**config.mk**
```make
export PLATFORM = sky130hd
export DESIGN_NAME = dns_question_name_parser_top_flat
export DESIGN_NICKNAME = d
export VERILOG_FILES = /design/src/hw/rtl/dqnp_pkg.sv /design/src/hw/rtl/dqnp_in_if.sv /design/src/hw/rtl/dqnp_out_if.sv /design/src/hw/rtl/dqnp_in_stage.sv /design/src/hw/rtl/dqnp_core.sv /design/src/hw/rtl/dqnp_out_stage.sv /design/src/hw/rtl/dns_question_name_parser_top.sv /design/src/flat_wrapper.sv
export SDC_FILE = /design/constraint.sdc
export NUM_CORES = 1
export LEC_CHECK = 0
export BUFFER_PORTS_ARGS = -buffer_cell sky130_fd_sc_hd__buf_4
export CORE_ASPECT_RATIO = 0.5
export CORE_MARGIN = 8
export CORE_UTILIZATION = 43
export CTS_CLUSTER_DIAMETER = 40
export CTS_CLUSTER_SIZE = 40
export DETAILED_ROUTE_END_ITERATION = 8
export GPL_TIMING_DRIVEN = 1
export PLACE_DENSITY = 0.64
export SETUP_SLACK_MARGIN = 0.1
export SKIP_CTS_REPAIR_TIMING = 1
export SLEW_MARGIN = 25
export SYNTH_ARGS = -nofsm -noshare
export SYNTH_HDL_FRONTEND = slang
export SYNTH_HIERARCHICAL = 1
export SYNTH_SLANG_ARGS = --single-unit
```
**constraint.sdc**
```tcl
create_clock -name clk -period 6.85 [get_ports clk]
set_clock_uncertainty 0.15 [all_clocks]
set_input_delay 0.3425 -clock clk [delete_from_list [all_inputs] [get_ports clk]]
set_output_delay 0.3425 -clock clk [all_outputs]
set_load 0.005 [all_outputs]
```
**src/hw/rtl/dqnp_pkg.sv**
```systemverilog
// ----------------------------------------------------------------------------
// dqnp_pkg: shared types and constants for the DNS question name parser
// Widths, phase encoding, status and query-kind codes, item structs and the
// small decode functions used by the parse core.
// ----------------------------------------------------------------------------
package dqnp_pkg;

  localparam int unsigned BYTE_W     = 8;
  localparam int unsigned MSG_LEN_W  = 12;
  localparam int unsigned STATUS_W   = 3;
  localparam int unsigned KIND_W     = 3;
  localparam int unsigned NAME_LEN_W = 8;
  localparam int unsigned LABEL_W    = 7;

  localparam int unsigned MAX_MESSAGE  = 2048;
  localparam int unsigned NAME_BUFFER  = 255;
  localparam int unsigned HEADER_BYTES = 12;

  // message length clamp and saturating byte position
  localparam logic [MSG_LEN_W-1:0] LEN_CLAMP  = MSG_LEN_W'(MAX_MESSAGE);
  localparam logic [MSG_LEN_W-1:0] POS_MAX    = {MSG_LEN_W{1'b1}};
  localparam logic [MSG_LEN_W-1:0] HDR_MIN    = MSG_LEN_W'(HEADER_BYTES);
  localparam logic [MSG_LEN_W-1:0] HDR_LAST   = MSG_LEN_W'(HEADER_BYTES - 1);
  localparam logic [NAME_LEN_W-1:0] NAME_LIMIT = NAME_LEN_W'(NAME_BUFFER - 1);

  localparam logic [BYTE_W-1:0] CHAR_DOT = 8'h2E;

  typedef enum logic [2:0] {
    PH_HEADER,
    PH_LENGTH,
    PH_LABEL,
    PH_TYPE_HI,
    PH_TYPE_LO,
    PH_DONE
  } phase_t;

  localparam logic [STATUS_W-1:0] ST_OK           = 3'd0;
  localparam logic [STATUS_W-1:0] ST_SHORT_HEADER = 3'd1;
  localparam logic [STATUS_W-1:0] ST_LABEL_OVERRUN = 3'd2;
  localparam logic [STATUS_W-1:0] ST_BAD_CHAR     = 3'd3;
  localparam logic [STATUS_W-1:0] ST_TYPE_MISSING = 3'd4;
  localparam logic [STATUS_W-1:0] ST_NAME_LONG    = 3'd5;

  localparam logic [KIND_W-1:0] KIND_A       = 3'd0;
  localparam logic [KIND_W-1:0] KIND_AAAA    = 3'd1;
  localparam logic [KIND_W-1:0] KIND_MX      = 3'd2;
  localparam logic [KIND_W-1:0] KIND_NS      = 3'd3;
  localparam logic [KIND_W-1:0] KIND_CNAME   = 3'd4;
  localparam logic [KIND_W-1:0] KIND_SOA     = 3'd5;
  localparam logic [KIND_W-1:0] KIND_PTR     = 3'd6;
  localparam logic [KIND_W-1:0] KIND_UNKNOWN = 3'd7;

  // query type numbers on the wire
  localparam logic [15:0] QT_A     = 16'd1;
  localparam logic [15:0] QT_NS    = 16'd2;
  localparam logic [15:0] QT_CNAME = 16'd5;
  localparam logic [15:0] QT_SOA   = 16'd6;
  localparam logic [15:0] QT_PTR   = 16'd12;
  localparam logic [15:0] QT_MX    = 16'd15;
  localparam logic [15:0] QT_AAAA  = 16'd28;

  typedef struct packed {
    logic [BYTE_W-1:0]    msg_byte;
    logic [MSG_LEN_W-1:0] msg_length;
    logic                 last_byte;
  } in_item_t;

  typedef struct packed {
    logic                  is_verdict;
    logic [BYTE_W-1:0]     name_char;
    logic [STATUS_W-1:0]   status;
    logic [KIND_W-1:0]     query_kind;
    logic [NAME_LEN_W-1:0] name_length;
  } out_item_t;

  // core -> output register
  typedef struct packed {
    logic      valid;
    out_item_t item;
  } result_t;

  // letters, digits and '-'
  function automatic logic label_char_ok(input logic [BYTE_W-1:0] c);
    logic [BYTE_W-1:0] low;
    low = c | 8'h20;
    return ((c >= 8'h30) && (c <= 8'h39)) ||
           ((low >= 8'h61) && (low <= 8'h7A)) ||
           (c == 8'h2D);
  endfunction

  function automatic logic [KIND_W-1:0] kind_of(input logic [15:0] t);
    logic [KIND_W-1:0] k;
    case (t)
      QT_A:     k = KIND_A;
      QT_AAAA:  k = KIND_AAAA;
      QT_MX:    k = KIND_MX;
      QT_NS:    k = KIND_NS;
      QT_CNAME: k = KIND_CNAME;
      QT_SOA:   k = KIND_SOA;
      QT_PTR:   k = KIND_PTR;
      default:  k = KIND_UNKNOWN;
    endcase
    return k;
  endfunction

endpackage

```
**src/hw/rtl/dqnp_in_if.sv**
```systemverilog
// ----------------------------------------------------------------------------
// dqnp_in_if: message byte channel
// Valid/ready channel carrying one message byte with its length and end flag.
// ----------------------------------------------------------------------------
interface dqnp_in_if;
  logic                           valid;
  logic                           ready;
  logic [dqnp_pkg::BYTE_W-1:0]    msg_byte;
  logic [dqnp_pkg::MSG_LEN_W-1:0] msg_length;
  logic                           last_byte;

  modport source (output valid, output msg_byte, output msg_length,
                  output last_byte, input ready);
  modport sink   (input valid, input msg_byte, input msg_length,
                  input last_byte, output ready);
endinterface

```
**src/hw/rtl/dqnp_out_if.sv**
```systemverilog
// ----------------------------------------------------------------------------
// dqnp_out_if: result channel
// Valid/ready channel carrying a name character or the final verdict.
// ----------------------------------------------------------------------------
interface dqnp_out_if;
  logic                            valid;
  logic                            ready;
  logic                            is_verdict;
  logic [dqnp_pkg::BYTE_W-1:0]     name_char;
  logic [dqnp_pkg::STATUS_W-1:0]   status;
  logic [dqnp_pkg::KIND_W-1:0]     query_kind;
  logic [dqnp_pkg::NAME_LEN_W-1:0] name_length;

  modport source (output valid, output is_verdict, output name_char, output status,
                  output query_kind, output name_length, input ready);
  modport sink   (input valid, input is_verdict, input name_char, input status,
                  input query_kind, input name_length, output ready);
endinterface

```
**src/hw/rtl/dqnp_in_stage.sv**
```systemverilog
// ----------------------------------------------------------------------------
// dqnp_in_stage: input register
// Captures one message byte; refills in the same cycle it is consumed.
// ----------------------------------------------------------------------------
module dqnp_in_stage (
  input  logic               clk,
  input  logic               rst_n,
  dqnp_in_if.sink            in_if,
  input  logic               adv,      // downstream takes the held item
  output logic               hold_valid,
  output dqnp_pkg::in_item_t hold_item
);
  import dqnp_pkg::*;

  logic     valid_r;
  in_item_t item_r;

  assign in_if.ready = !valid_r || adv;
  assign hold_valid  = valid_r;
  assign hold_item   = item_r;

  always_ff @(posedge clk) begin
    if (!rst_n) begin
      valid_r <= 1'b0;
    end else if (in_if.ready) begin
      valid_r <= in_if.valid;
    end
  end

  always_ff @(posedge clk) begin
    if (in_if.ready && in_if.valid) begin
      item_r.msg_byte   <= in_if.msg_byte;
      item_r.msg_length <= in_if.msg_length;
      item_r.last_byte  <= in_if.last_byte;
    end
  end

endmodule

```
**src/hw/rtl/dqnp_core.sv**
```systemverilog
// ----------------------------------------------------------------------------
// dqnp_core: parse state machine
// Holds the parser state and decides, for each byte, the next state and
// whether a name character or a verdict comes out.
// ----------------------------------------------------------------------------
module dqnp_core (
  input  logic               clk,
  input  logic               rst_n,
  input  logic               step,     // held byte is consumed this cycle
  input  dqnp_pkg::in_item_t item,
  output dqnp_pkg::result_t  res
);
  import dqnp_pkg::*;

  phase_t                phase_r, phase_nxt;
  logic [MSG_LEN_W-1:0]  pos_r, pos_nxt;
  logic [LABEL_W-1:0]    rem_r, rem_nxt;
  logic [NAME_LEN_W-1:0] chars_r, chars_nxt;
  logic [BYTE_W-1:0]     type_hi_r, type_hi_nxt;

  logic [MSG_LEN_W-1:0]  len;
  logic                  beyond;
  logic [MSG_LEN_W:0]    label_end;
  logic                  verdict;
  logic [STATUS_W-1:0]   status;
  logic [KIND_W-1:0]     kind;
  logic                  emit;
  logic [BYTE_W-1:0]     emit_char;
  logic [LABEL_W-1:0]    rem_dec;

  always_ff @(posedge clk) begin
    if (!rst_n) begin
      phase_r   <= PH_HEADER;
      pos_r     <= '0;
      rem_r     <= '0;
      chars_r   <= '0;
      type_hi_r <= '0;
    end else if (step) begin
      phase_r   <= phase_nxt;
      pos_r     <= pos_nxt;
      rem_r     <= rem_nxt;
      chars_r   <= chars_nxt;
      type_hi_r <= type_hi_nxt;
    end
  end

  assign len       = (item.msg_length > LEN_CLAMP) ? LEN_CLAMP : item.msg_length;
  assign beyond    = pos_r >= len;
  assign label_end = {1'b0, pos_r} + {{(MSG_LEN_W + 1 - LABEL_W){1'b0}},
                                      item.msg_byte[LABEL_W-1:0]};
  assign rem_dec   = (rem_r != '0) ? rem_r - 1'b1 : '0;

  always_comb begin
    phase_nxt   = phase_r;
    rem_nxt     = rem_r;
    chars_nxt   = chars_r;
    type_hi_nxt = type_hi_r;
    pos_nxt     = (pos_r < POS_MAX) ? pos_r + 1'b1 : pos_r;
    verdict     = 1'b0;
    status      = ST_OK;
    kind        = KIND_UNKNOWN;
    emit        = 1'b0;
    emit_char   = item.msg_byte;

    unique case (phase_r)
      PH_HEADER: begin
        if (len < HDR_MIN) begin
          verdict = 1'b1;
          status  = ST_SHORT_HEADER;
        end else if (pos_r >= HDR_LAST) begin
          phase_nxt = PH_LENGTH;
        end
      end
      PH_LENGTH: begin
        if (beyond) begin
          verdict = 1'b1;
          status  = ST_TYPE_MISSING;
        end else if (item.msg_byte == '0) begin
          phase_nxt = PH_TYPE_HI;
        end else if (item.msg_byte[BYTE_W-1] || (label_end >= {1'b0, len})) begin
          verdict = 1'b1;
          status  = ST_LABEL_OVERRUN;
        end else if ((chars_r != '0) && (chars_r >= NAME_LIMIT)) begin
          verdict = 1'b1;
          status  = ST_NAME_LONG;
        end else begin
          // separator dot between labels
          if (chars_r != '0) begin
            emit      = 1'b1;
            emit_char = CHAR_DOT;
            chars_nxt = chars_r + 1'b1;
          end
          rem_nxt   = item.msg_byte[LABEL_W-1:0];
          phase_nxt = PH_LABEL;
        end
      end
      PH_LABEL: begin
        if (beyond || !label_char_ok(item.msg_byte)) begin
          verdict = 1'b1;
          status  = ST_BAD_CHAR;
        end else if (chars_r >= NAME_LIMIT) begin
          verdict = 1'b1;
          status  = ST_NAME_LONG;
        end else begin
          emit      = 1'b1;
          chars_nxt = chars_r + 1'b1;
          rem_nxt   = rem_dec;
          if (rem_dec == '0) begin
            phase_nxt = PH_LENGTH;
          end
        end
      end
      PH_TYPE_HI: begin
        if (beyond) begin
          verdict = 1'b1;
          status  = ST_TYPE_MISSING;
        end else begin
          type_hi_nxt = item.msg_byte;
          phase_nxt   = PH_TYPE_LO;
        end
      end
      PH_TYPE_LO: begin
        verdict = 1'b1;
        if (beyond) begin
          status = ST_TYPE_MISSING;
        end else begin
          status = ST_OK;
          kind   = kind_of({type_hi_r, item.msg_byte});
        end
      end
      PH_DONE: begin
      end
      default: begin
      end
    endcase

    if (verdict) begin
      phase_nxt = PH_DONE;
    end

    // message ended before a verdict: close it out now
    if (item.last_byte && (phase_nxt != PH_DONE)) begin
      verdict = 1'b1;
      kind    = KIND_UNKNOWN;
      if (phase_nxt == PH_HEADER) begin
        status = ST_SHORT_HEADER;
      end else if (phase_nxt == PH_LABEL) begin
        status = ST_BAD_CHAR;
      end else begin
        status = ST_TYPE_MISSING;
      end
    end

    res.valid                 = verdict || emit;
    res.item.is_verdict       = verdict;
    res.item.name_char        = verdict ? '0 : emit_char;
    res.item.status           = verdict ? status : ST_OK;
    if (verdict) begin
      res.item.query_kind  = (status == ST_OK) ? kind : KIND_UNKNOWN;
      res.item.name_length = (status == ST_OK) ? chars_nxt : '0;
    end else begin
      res.item.query_kind  = KIND_A;
      res.item.name_length = '0;
    end

    if (item.last_byte) begin
      phase_nxt   = PH_HEADER;
      pos_nxt     = '0;
      rem_nxt     = '0;
      chars_nxt   = '0;
      type_hi_nxt = '0;
    end
  end

endmodule

```
**src/hw/rtl/dqnp_out_stage.sv**
```systemverilog
// ----------------------------------------------------------------------------
// dqnp_out_stage: result register
// Holds one result until the consumer takes it; frees up as it drains.
// ----------------------------------------------------------------------------
module dqnp_out_stage (
  input  logic              clk,
  input  logic              rst_n,
  input  logic              step,   // a byte is consumed this cycle
  input  dqnp_pkg::result_t res,
  output logic              adv,    // register can take a new result
  dqnp_out_if.source        out_if
);
  import dqnp_pkg::*;

  logic      valid_r;
  out_item_t item_r;

  assign adv = !valid_r || out_if.ready;

  always_ff @(posedge clk) begin
    if (!rst_n) begin
      valid_r <= 1'b0;
    end else if (adv) begin
      valid_r <= step && res.valid;
    end
  end

  always_ff @(posedge clk) begin
    if (adv && step && res.valid) begin
      item_r <= res.item;
    end
  end

  assign out_if.valid       = valid_r;
  assign out_if.is_verdict  = item_r.is_verdict;
  assign out_if.name_char   = item_r.name_char;
  assign out_if.status      = item_r.status;
  assign out_if.query_kind  = item_r.query_kind;
  assign out_if.name_length = item_r.name_length;

endmodule

```
**src/hw/rtl/dns_question_name_parser_top.sv**
```systemverilog
// ----------------------------------------------------------------------------
// dns_question_name_parser_top: DNS question name parser
// Walks a DNS message byte by byte, streams the dotted question name and
// closes each message with one verdict (status, query kind, name length).
// ----------------------------------------------------------------------------
//
//   channel  dir  handshake     carries
//   in_if    in   valid/ready   msg_byte, msg_length, last_byte
//   out_if   out  valid/ready   is_verdict, name_char, status, query_kind,
//                               name_length
//
// One byte per cycle sustained while out_if is not stalled; every byte is parsed
// combinationally between the input register and the result register, which
// holds its result. Bytes that make no result leave no bubble.
// rst_n is synchronous: the parser returns to the header phase and both
// registers empty. A stalled consumer holds the result register, which holds
// the input register, which drops in_if.ready; nothing is lost or repeated.
//
module dns_question_name_parser_top (
  input logic        clk,
  input logic        rst_n,
  dqnp_in_if.sink    in_if,
  dqnp_out_if.source out_if
);
  import dqnp_pkg::*;

  logic     hold_valid;
  in_item_t hold_item;
  logic     adv;
  logic     step;
  result_t  res;

  // held byte is parsed in the cycle the result register can take its output
  assign step = hold_valid && adv;

  dqnp_in_stage u_in_stage (
    .clk        (clk),
    .rst_n      (rst_n),
    .in_if      (in_if),
    .adv        (adv),
    .hold_valid (hold_valid),
    .hold_item  (hold_item)
  );

  dqnp_core u_core (
    .clk   (clk),
    .rst_n (rst_n),
    .step  (step),
    .item  (hold_item),
    .res   (res)
  );

  dqnp_out_stage u_out_stage (
    .clk    (clk),
    .rst_n  (rst_n),
    .step   (step),
    .res    (res),
    .adv    (adv),
    .out_if (out_if)
  );

endmodule
```
**src/flat_wrapper.sv**
```systemverilog
// flat-port wrapper written by rule: the top's interface ports become plain ports
module dns_question_name_parser_top_flat import dqnp_pkg::*;
  (clk, rst_n, in_if_valid, in_if_msg_byte, in_if_msg_length, in_if_last_byte, in_if_ready, out_if_valid, out_if_is_verdict, out_if_name_char, out_if_status, out_if_query_kind, out_if_name_length, out_if_ready);
  dqnp_in_if in_if_i ();
  dqnp_out_if out_if_i ();
  input logic clk;
  input logic rst_n;
  input wire logic [$bits(in_if_i.valid)-1:0] in_if_valid;
  input wire logic [$bits(in_if_i.msg_byte)-1:0] in_if_msg_byte;
  input wire logic [$bits(in_if_i.msg_length)-1:0] in_if_msg_length;
  input wire logic [$bits(in_if_i.last_byte)-1:0] in_if_last_byte;
  output wire logic [$bits(in_if_i.ready)-1:0] in_if_ready;
  output wire logic [$bits(out_if_i.valid)-1:0] out_if_valid;
  output wire logic [$bits(out_if_i.is_verdict)-1:0] out_if_is_verdict;
  output wire logic [$bits(out_if_i.name_char)-1:0] out_if_name_char;
  output wire logic [$bits(out_if_i.status)-1:0] out_if_status;
  output wire logic [$bits(out_if_i.query_kind)-1:0] out_if_query_kind;
  output wire logic [$bits(out_if_i.name_length)-1:0] out_if_name_length;
  input wire logic [$bits(out_if_i.ready)-1:0] out_if_ready;
  assign in_if_i.valid = in_if_valid;
  assign in_if_i.msg_byte = in_if_msg_byte;
  assign in_if_i.msg_length = in_if_msg_length;
  assign in_if_i.last_byte = in_if_last_byte;
  assign in_if_ready = in_if_i.ready;
  assign out_if_valid = out_if_i.valid;
  assign out_if_is_verdict = out_if_i.is_verdict;
  assign out_if_name_char = out_if_i.name_char;
  assign out_if_status = out_if_i.status;
  assign out_if_query_kind = out_if_i.query_kind;
  assign out_if_name_length = out_if_i.name_length;
  assign out_if_i.ready = out_if_ready;
  dns_question_name_parser_top u_core (.clk(clk), .rst_n(rst_n), .in_if(in_if_i), .out_if(out_if_i));
endmodule
```
# --- Word-level counts from Yosys, hierarchy flattened ---
# Index checks and enable logic that the tools add are counted.
op_classes:
  addsub: 4
  mul: 0
  div_mod_pow: 0
  n_lt_le_gt_ge: 11
  eq_ne: 21
  shift: 0
  mux: 78
  bitwise_logic: 0
  n_reduce_logical: 34
op_table:
  columns: ["operator", "n"]
  rows:
  - ["$mux W8", 17]
  - ["$mux W3", 26]
  - ["$mux W7", 8]
  - ["$mux W12", 3]
  - ["$eq A16 B3 Y1 const B", 2]
  - ["$eq A16 B4 Y1 const B", 2]
  - ["$pmux W3 S4", 2]
  - ["$pmux W3 S7", 1]
  - ["$ne A3 B2 Y1 const B", 6]
  - ["$mux W1", 17]
  - ["$eq A16 B1 Y1 const B", 1]
  - ["$eq A16 B2 Y1 const B", 1]
  - ["$eq A16 B5 Y1 const B", 1]
  - ["$pmux W8 S2", 1]
  - ["$pmux W7 S2", 1]
  - ["$add A12 B7 Y13", 1]
  - ["$ge A13 B12 Y1", 1]
  - ["$add A12 B1 Y12 const B", 1]
  - ["$ge A12 B12 Y1", 1]
  - ["$ge A12 B4 Y1 const B", 1]
  - ["$gt A12 B12 Y1 const B", 1]
  - ["$lt A12 B12 Y1 const B", 1]
  - ["$lt A12 B4 Y1 const B", 1]
  - ["$eq A3 B2 Y1 const B", 3]
  - ["other kinds (28)", 48]
word_totals:
  reg_bits: 84
  latch_bits: 0
  ramBits: 0
  mem_bits_ro: 0
  in_bits: 25
  out_inout_bits: 25
  elab_cells: 163
  mem_count: 0

# --- Depth between registers and ports, before layout ---
# Gate-level depths: netlist of run 1.
logic_depth:
  word_depth: 15
  ltp_mapped: 22
  depth_no_buf: 21

# --- By module ---
# The synthesis of run 1 kept the hierarchy.
modules_own_cells:
  columns: ["module", "n_inst", "cells_per_inst", "area_per_inst_um2", "seq_area_each_um2"]
  rows:
  - ["dqnp_core", 1, 517, 3896.2, 760.7]
  - ["dqnp_out_stage", 1, 28, 755.7, 710.7]
  - ["dqnp_in_stage", 1, 26, 688.2, 650.6]
  - ["dns_question_name_parser_top", 1, 1, 6.3, 0.0]

# --- Worst setup path after synthesis of run 1 ---
# No wires, ideal clock.
synth_path:
  path_kind: "flip-flop to flip-flop"
  from: "reg u_core.u_in_stage.item_r (netlist bit u_core/u_in_stage/hold_item[14])"
  to: "reg u_core.u_out_stage.item_r (netlist bit u_core/u_out_stage/out_if.is_verdict), enable pin"
  setup_ns: 0.370
  arrival_ns: 4.430
  t_required_ns: 6.330
  slack_ns: 1.900
  stages_incl_launch_ff: 22
  n_path_buf: 2
  synth_period_minus_slack_ns: 4.950
  cell_sequence: "edfxtp_1 -> clkbuf_1 -> inv_1 -> fa_1 -> nand2b_1 -> a21o_1 -> nand2_1 -> nand2_1 -> nand2_1 -> nand2_1 -> xnor2_1 -> ha_1 -> a21oi_1 -> o21ai_1 -> nor4b_1 -> o311ai_2 -> or4_1 -> buf_4 -> nand2b_4 -> nand3_1 -> nand2_2 -> nor2b_4"
synth_rtl:
  columns: ["item", "line_no", "source"]
  rows:
  - ["start, declared", "dqnp_in_stage.sv:16", "in_item_t item_r;"]
  - ["end signal, assigned", "dqnp_out_stage.sv:30", "item_r <= res.item;"]
  - ["end, declared", "dqnp_out_stage.sv:16", "out_item_t item_r;"]

==> reports/qor.yml, run 1 <==
status: "finished, final reports clean"
max_cap_violations: 0
core-area_mm2: 0.0120
worst_slew_pin_slew_ns: 0.935
rsz0062_at_grt: "false"
synthCells: 572
drc: 0
grt.overflow.total: 0
syn_area_mm2: 0.00535
synth_common_cells: "nand2_1 (52), nor2_1 (45), edfxtp_1 (44)"
fin_crit_ns: 5.73
required_ns: 6.66
hold_class: "in2reg"
io_buffers: 49
max_freq_mhz: 174
fp-row-count: 28
grt_use_total: 0.164
firstDrtPassIters: 5
ys.flop_type: "edfxtp_1"
clk_latency_ns: 0.33
synth.area.top_cells: "edfxtp_1 (25%), dfxtp_1 (15%), ha_1 (8.7%)"
power_uw: 1080
diodes: 0
layout-drive-gt1-share: 0.150
ys_warn_count: 6
synth-seq-cells: 84
gp_congestion: 0.911
hold_viol_final: 0
synth_nets: 635
grt_start_max_net_pins: 28
htreeDepth: 3
slew_headroom: 0.372
drv_slew: 0
dieHeight_um: 94.8
yosysSeqAreaShare: 0.397
layout_setup_ws_ns: 1.12
postRouteAntennaNets: 0
crit_slowest_cell: "or4_1"
end_kind: "flip-flop"
synth_top_area_cell: "edfxtp_1"
antenna_found_initial: 0
wl_per_cell_um: 17.4
vdd_drop_max_uv: 96.5
yosysMostFrequentCell: "nand2_1"
cts.path.max_buffers: 2
grt_pass1_wl_um: 21800
max_stage_delay_ns: 0.74
start_util: 0.446
fill_cells: 1144
die_w_um: 174
synth_edf_count: 44
post-place-ws_ns: 1.16
grt_pass1_vias: 4131
setup_viol: 0
cp_cell_sequence: "inv_1, fa_1, nand2b_1, a21o_1, nand2_1, nand2_1, nand2_1, nand2_1, xnor2_1, ha_1, a21oi_1, o21ai_1, nor4b_1, o311ai_2, or4_1, nand2b_4, nand3_1, nand2_2, nor2b_4"
tns_ns: 0
viasPerCell: 5.73
num_io_pins: 50
drt_iter0_drc: 339
leakage_uw: 0.00231
area_delta_synth_final_pct: 13.2
final_area_mm2: 0.00605
clkTransAtPathRegs_ns: 0.06
startpoint_type: "flip-flop"
synth_async_sr_flop_share: 0
whs_ns: 0.0344
clock-sinks: 84
dr_total_vias: 4425
tritoncts: "done"
nets: 665
synth_top_area_frac: 0.247
crit_top_cell: "nand2_1"
cts_root_buffer: "clkbuf_16"
cts_made_buffers: 9
dpl_cell_area_mm2: 0.00579
drt_wl_total_um: 13400
p_per_area_mw_per_mm2: 179
finalCritPeriodShare: 0.837
path_max_fanout: 23
hpwl_um: 9980
arrival_ns: 5.55
critPathKind: "reg2reg"
syn_avg_cell_area_um2: 9.35
synth_cell_type_count: 74
die_area_mm2: 0.0165
-- through the flow --
step / util / std cells
floorplan: - / 572
global placement: 0.484 / 756
detailed placement: 0.484 / 756
CTS: 0.505 / 772
global route: 0.505 / 772
finish: 0.505 / 772
-- area by class of cell --
type                       instances  area (µm²)  area share
multi-input combinational        431        2990       0.494
inverter                          26        97.6      0.0161
tap                              165         206      0.0341
timing repair buffer              50         375      0.0620
clock buffer                      11         233      0.0384
clock inverter                     5        27.5     0.00455
sequential                        84        2120       0.350
-- path summary, 6_finish.rpt --
path | startpoint | to | slack (ns) | cells after the start
max | u_core/u_in_stage/hold_item[14] | u_core/u_out_stage/out_if.status[1] | 1.12 | 19
min | in_if_msg_length[10] | u_core/u_in_stage/hold_item[11] | 0.03 | 1
max reg2reg | u_core/u_in_stage/hold_item[14] | u_core/u_out_stage/out_if.status[1] | 1.12 | 19
min reg2reg | u_core/u_in_stage/hold_valid | u_core/u_in_stage/hold_valid | 0.36 | 2
-- registers in the layout, summed over array words and instances, names as in the netlist, 7 cells and up --
| name | count |
|---|---|
| u_core/u_in_stage/hold_item | 21 |
| u_core/u_core/chars_r | 8 |
| u_core/u_core/rem_r | 7 |
| u_core/u_core/pos_r | 12 |
| u_core/u_out_stage/out_if.name_length | 8 |
| u_core/u_out_stage/out_if.name_char | 8 |
| u_core/u_core/type_hi_r | 8 |
-- cell families after synthesis --
| logic type | synth area share |
|---|---|
| flip-flops | 0.397 |
| AND/OR/NAND/NOR | 0.231 |
| AO/OA/AOI/OAI | 0.193 |
| buffers and inverters | 0.0433 |
| XOR/XNOR | 0.0377 |
| multiplexers | 0.00749 |
| adder cells (fa/ha/maj) | 0.0903 |
-- worst max-delay path: cells and delay by family, from the launching register on --
kind	cells	cell delay, ns
flops	1	0.65
simple gates	11	2.74
fa+ha+maj	2	0.78
buf+inv	1	0.17
xor+xnor	1	0.15
compound gates	4	0.70
-- power by group --
| part | internal, µW | switching [µW] | leakage, µW | total (µW) |
|---|---|---|---|---|
| combinational | 41.0 | 50.8 | 0.00145 | 91.8 |
| clock | 243 | 188 | 0.000127 | 432 |
| sequential | 543 | 14.9 | 0.000739 | 558 |
| total | 828 | 254 | 0.00231 | 1080 |
-- layout by cell type (no fill, tap or decap), types with 11 or more instances in the layout --
cell,count
dfxtp_1,40
edfxtp_1,44
ha_1,37
inv_1,26
nand3_1,15
nor3_1,16
nor2_1,45
nor2b_1,16
o21ai_0,18
nand2_1,52
a21oi_1,31
buf_4,50
and3_1,11
xnor2_1,16
-- layer usage --
layer,up-vias,track usage,share of wire
met5,-,0,0
met4,0,0.0452,0.012
met3,17,0.0366,0.055
met2,134,0.247,0.41
met1,2083,0.232,0.52
li1,2191,-,-
(Power assumes the default switching activity.)
==> run 2, diff against run 1 <==
clock period = 5.44 ns   (was 6.85 ns; I/O delays follow)
==> run 2 against run 1 <==
Compared with the run above: worst hold slack worse by 0.0022 ns; sequential share of layout area down 2.0 points; die area unchanged; clock power up 56%; worst setup slack worse by 0.62 ns; flip-flop and latch count unchanged; maximum frequency up 16%; critical path depth unchanged; design area up 6.0%; total power up 40%; sequential power up 25%.
==> reports/qor.yml, run 2 (synthesis results as in run 1) <==
tns_ns: 0  # unchanged
cts.path.max_buffers: 2  # unchanged
final_area_mm2: 0.00642  # was 0.00605 mm²
startpoint_type: "flip-flop"  # unchanged
hold_class: "in2reg"  # unchanged
die_area_mm2: 0.0165  # unchanged
clkTransAtPathRegs_ns: 0.06  # about the same
p_per_area_mw_per_mm2: 235  # was 179 mW/mm²
status: "finished, final reports clean"  # unchanged
rsz0062_at_grt: "false"  # unchanged
fp-row-count: 28  # unchanged
hold_viol_final: 0  # unchanged
drt_iter0_drc: 435  # was 339
dpl_cell_area_mm2: 0.00585  # was 0.00579 mm²
r2r_cells: 19  # unchanged
holdPathEnd: "u_core/u_in_stage/hold_valid"  # was u_core/u_in_stage/hold_item[11]
cp_cell_sequence: "ha_1, a21o_1, a21oi_1, o21bai_1, a21oi_1, o21bai_1, a21oi_1, xnor2_1, ha_1, nand2_1, o21ai_1, nor4b_1, o311ai_2, or4_1, nand2b_4, nand3_1, nand2_2, nor2b_4, buf_4"  # was inv_1, fa_1, nand2b_1, a21o_1, nand2_1, nand2_1, nand2_1, nand2_1, xnor2_1, ha_1, a21oi_1, o21ai_1, nor4b_1, o311ai_2, or4_1, nand2b_4, nand3_1, nand2_2, nor2b_4
antenna_found_initial: 0  # unchanged
finalCritPeriodShare: 0.909  # was 0.837
nets: 697  # was 665
max_freq_mhz: 202  # was 174 MHz
path_max_fanout: 23  # unchanged
power_uw: 1510  # was 1080 µW
hpwl_um: 10100  # was 9980 µm
r2r_slack_ns: 0.50  # was 1.12 ns
final_cell_mix: "buf_4 (61), nand2_1 (52), nor2_1 (45), edfxtp_1 (44), dfxtp_1 (40)"  # was nand2_1 (52), buf_4 (50), nor2_1 (45), edfxtp_1 (44), dfxtp_1 (40)
layout_setup_ws_ns: 0.498  # was 1.12 ns
worst_slew_pin_slew_ns: 0.875  # was 0.935 ns
crit_top_cell: "a21oi_1"  # was nand2_1
critPathKind: "reg2reg"  # unchanged
worstHoldPathCells: 3  # was 1
layout-drive-gt1-share: 0.161  # was 0.150
reg2reg_from: "u_core/u_in_stage/hold_item[13]"  # was u_core/u_in_stage/hold_item[14]
viasPerCell: 5.70  # was 5.73
firstDrtPassIters: 5  # unchanged
required_ns: 5.30  # was 6.66 ns
drt_wl_total_um: 13800  # was 13,400 µm
post-place-ws_ns: 0.493  # was 1.16 ns
grt.overflow.total: 0  # unchanged
start_util: 0.446  # unchanged
multi_input_area_mm2: 0.00300  # was 0.00299 mm²
drv_slew: 0  # unchanged
wl_per_cell_um: 17.2  # was 17.4 µm
end_kind: "flip-flop"  # unchanged
postRouteAntennaNets: 0  # unchanged
fill_cells: 1100  # was 1,144
tritoncts: "done"  # unchanged
htreeDepth: 3  # unchanged
grt_pass1_vias: 4244  # was 4,131
core-area_mm2: 0.0120  # unchanged
gp_congestion: 0.914  # was 0.911
die_w_um: 174  # unchanged
regArea_mm2: 0.00212  # unchanged
slew_headroom: 0.412  # was 0.372
leakage_uw: 0.00249  # was 0.00231 µW
largest_reg_flops: 21  # unchanged
crit_slowest_cell: "edfxtp_1"  # was or4_1
dr_total_vias: 4584  # was 4,425
holdCritStartpoint: "in_if_valid"  # was in_if_msg_length[10]
layout_commonest_cell: "buf_4"  # was nand2_1
fin_crit_ns: 4.94  # was 5.73 ns
rr_endpoint: "u_core/u_out_stage/out_if.name_length[2]"  # was u_core/u_out_stage/out_if.status[1]
diodes: 0  # unchanged
drc: 0  # unchanged
area_delta_synth_final_pct: 20.1  # was 13.2%
io_buffers: 49  # unchanged
vdd_drop_max_uv: 139  # was 96.5 µV
grt_use_total: 0.163  # was 0.164
arrival_ns: 4.80  # was 5.55 ns
grt_start_max_net_pins: 28  # unchanged
cts_made_buffers: 9  # unchanged
cts_root_buffer: "clkbuf_16"  # unchanged
max_stage_delay_ns: 0.53  # was 0.74 ns
num_io_pins: 50  # unchanged
dieHeight_um: 94.8  # unchanged
clock-sinks: 84  # unchanged
max_cap_violations: 0  # unchanged
setup_viol: 0  # unchanged
cp-startpoint: "u_core/u_in_stage/hold_item[13]"  # was u_core/u_in_stage/hold_item[14]
clk_latency_ns: 0.33  # about the same
grt_pass1_wl_um: 21900  # was 21,800 µm
run 2: where the power goes:
part	internal [µW]	total (µW)	leakage, µW	switching (µW)
Combinational	65.5	138	0.00159	72.0
Sequential	684	699	0.000739	15.3
Clock	429	674	0.000162	245
Total	1180	1510	0.00249	332
run 2: per-layer routing:
layer  vias up  share of wire  track usage
li1       2254              -            -
met1      2127           0.48        0.226
met2       191           0.43        0.256
met3        12          0.078       0.0358
met4         0         0.0084       0.0438
met5         -              0            0
run 2: layout make-up:
class,instances,area share
inverter,26,0.0152
sequential,84,0.331
clock inverter,4,0.0109
clock buffer,12,0.0401
multi-input combinational,431,0.467
timing repair buffer,82,0.104
tap,165,0.0322
run 2: metrics by stage:
stage               utilization  hold slack (ns)  instances
global placement          0.488            0.300        763
floorplan                     -            0.221        572
finish                    0.536           0.0322        804
global route              0.536           0.0479        804
detailed placement        0.488            0.301        763
CTS                       0.515          -0.0488        779
run 2: worst max-delay path, delay by kind of cell, from the launching register on:
family          cells  cell delay [ns]
compound gates      8             1.45
xor+xnor            1             0.16
fa+ha+maj           2             0.54
buf+inv             1             0.30
flops               1             0.53
simple gates        7             1.46
run 2: how the worst max path moves through the flow:
stage / end / slack (ns) / cells past startpoint
final: u_core/u_out_stage/out_if.name_length[2] / 0.50 / 19
after global routing: u_core/u_out_stage/out_if.name_char[0] / 0.16 / 21
after CTS: u_core/u_out_stage/out_if.name_char[0] / 0.47 / 21
after detailed placement: u_core/u_out_stage/out_if.name_length[5] / 0.49 / 21
after global placement: u_core/u_out_stage/out_if.is_verdict / 0.58 / 21
after floorplan: u_core/u_out_stage/out_if.is_verdict / 0.49 / 21
==> run 3, diff against run 2 <==
BUFFER_PORTS_ARGS = -buffer_cell sky130_fd_sc_hd__buf_2   (was -buffer_cell sky130_fd_sc_hd__buf_4)
==> run 3 against run 2 <==
Compared with the run above: critical path type unchanged; critical path depth is 1 lower; cell count is 0.50% lower; sequential power hardly changed; count of clock-buffer cells in the layout is 1 lower; die area stayed put; flip-flop and latch count stayed put; via count hardly changed.
==> reports/qor.yml, run 3 (synthesis results as in run 1) <==
status: "finished, final reports clean"  # unchanged
critPathKind: "reg2reg"  # unchanged
worst_slew_pin_slew_ns: 0.917  # was 0.875 ns
leakage_uw: 0.00240  # was 0.00249 µW
hpwl_um: 10000  # was 10,100 µm
fp-row-count: 28  # unchanged
dieHeight_um: 94.8  # unchanged
htreeDepth: 3  # unchanged
grt_pass1_vias: 4215  # was 4,244
slew_headroom: 0.383  # was 0.412
hold_viol_final: 0  # unchanged
cts_made_buffers: 9  # unchanged
antenna_found_initial: 0  # unchanged
grt.overflow.total: 0  # unchanged
start_util: 0.446  # unchanged
viasPerCell: 5.73  # was 5.70
cts_root_buffer: "clkbuf_16"  # unchanged
path_max_fanout: 23  # unchanged
drt_iter0_drc: 450  # was 435
drc: 0  # unchanged
arrival_ns: 4.93  # was 4.80 ns
dr_total_vias: 4585  # was 4,584
die_area_mm2: 0.0165  # unchanged
wl_per_cell_um: 17.2  # about the same
layout-drive-gt1-share: 0.156  # was 0.161
p_per_area_mw_per_mm2: 229  # was 235 mW/mm²
worstHoldPathCells: 3  # unchanged
combPwrFrac: 0.089  # was 0.091
num_io_pins: 50  # unchanged
hold_class: "in2reg"  # unchanged
dp_cells: 763  # unchanged
p_seq_frac: 0.492  # was 0.463
core-area_mm2: 0.0120  # unchanged
p_int_uw: 1090  # was 1180 µW
regArea_mm2: 0.00212  # unchanged
startpoint_type: "flip-flop"  # unchanged
fill_cells: 1116  # was 1,100
finalCritPeriodShare: 0.932  # was 0.909
r2r_cells: 18  # was 19
required_ns: 5.30  # about the same
layout.cells.non_filler: 800  # was 804
nets: 693  # was 697
die_w_um: 174  # unchanged
diodes: 0  # unchanged
clk_latency_ns: 0.34  # was 0.33 ns
final_cell_mix: "nand2_1 (52), buf_2 (49), nor2_1 (45), edfxtp_1 (44), dfxtp_1 (40)"  # was buf_4 (61), nand2_1 (52), nor2_1 (45), edfxtp_1 (44), dfxtp_1 (40)
multi_input_area_mm2: 0.00299  # was 0.00300 mm²
vdd_drop_max_uv: 125  # was 139 µV
fin_crit_ns: 5.07  # was 4.94 ns
tns_ns: 0  # unchanged
firstDrtPassIters: 6  # was 5
cts.path.max_buffers: 2  # unchanged
largest_reg_flops: 21  # unchanged
area_delta_synth_final_pct: 16.3  # was 20.1%
whs_ns: 0.0329  # was 0.0322 ns
grt_use_total: 0.164  # was 0.163
max_cap_violations: 0  # unchanged
clockPowerShare: 0.420  # was 0.446
gp_congestion: 0.933  # was 0.914
drt_wl_total_um: 13700  # was 13,800 µm
setup_viol: 0  # unchanged
io_buffers: 49  # unchanged
drv_slew: 0  # unchanged
switching_share: 0.232  # was 0.220
clkTransAtPathRegs_ns: 0.06  # about the same
grt_start_max_net_pins: 28  # unchanged
clock-sinks: 84  # unchanged
layout_commonest_cell: "nand2_1"  # was buf_4
postLayoutCoreUtil: 0.519  # was 0.536
grt_pass1_wl_um: 21900  # about the same
rsz0062_at_grt: "false"  # unchanged
tritoncts: "done"  # unchanged
postRouteAntennaNets: 0  # unchanged
max_freq_mhz: 197  # was 202 MHz
p_sw_uw: 330  # was 332 µW
end_kind: "flip-flop"  # unchanged
-- run 3: cell types whose count changed in the layout (fill, tap and decap cells not counted) --
cell        delta
buf_4         -53
buf_2         +49
bufinv_16      -1
clkbuf_16      -1
clkinv_2       +1
clkinvlp_4     +1
nor2_2         +1
nor2_4         -1
-- run 3: metrics by stage --
step                      power [µW]  cell area, µm²  setup slack (ns)
after global routing            1480            6220             0.105
after detailed placement         827            5720             0.471
after CTS                       1420            6010             0.420
final                           1420            6220             0.372
after global placement           825            5720             0.619
after floorplan                  785            5350             0.490
-- run 3: cell type report --
cell class                      count  share of cell area
Multi-Input combinational cell    431               0.481
Sequential cell                    84               0.341
Timing Repair Buffer               78              0.0829
Clock buffer                       11              0.0374
Tap cell                          165              0.0332
Inverter                           26              0.0157
Clock inverter                      5             0.00845
-- run 3: worst paths after layout --
path	from	endpoint	slack [ns]
max reg2reg	u_core/u_in_stage/hold_item[15]	u_core/u_out_stage/out_if.name_length[2]	0.37
min	in_if_valid	u_core/u_in_stage/hold_valid	0.03
max	u_core/u_in_stage/hold_item[15]	u_core/u_out_stage/out_if.name_length[2]	0.37
min reg2reg	u_core/u_core/rem_r[1]	u_core/u_core/rem_r[1]	0.35
-- run 3: layer usage --
layer	GRT usage	vias up	wire [µm]
li1	-	2245	-
met2	0.251	181	5830
met3	0.0402	18	986
met1	0.227	2141	6780
met5	0	-	0
met4	0.0481	0	149
-- run 3: power by group through the flow --
stage          sequential, µW  combinational (µW)  clock [µW]
6_report                  700                 126         598
5_1_grt                   702                 140         636
3_3_place_gp              713                 112           0
3_5_place_dp              714                 113           0
4_1_cts                   700                 114         609
2_1_floorplan             706                79.1           0
-- run 3: worst max-delay path, cell delays in order, from the launching register on --
cell      delay [ns]
edfxtp_1        0.62
ha_1            0.43
a21oi_1         0.26
o21bai_1        0.09
a21oi_1         0.24
o21bai_1        0.09
a21oi_1         0.29
xnor2_1         0.17
ha_1            0.26
nand2_1         0.07
o21ai_1         0.08
nor4b_1         0.42
o311ai_2        0.22
or4_1           0.53
nand2b_4        0.18
nand3_1         0.10
nand2_2         0.09
nor2b_4         0.13
buf_4           0.30
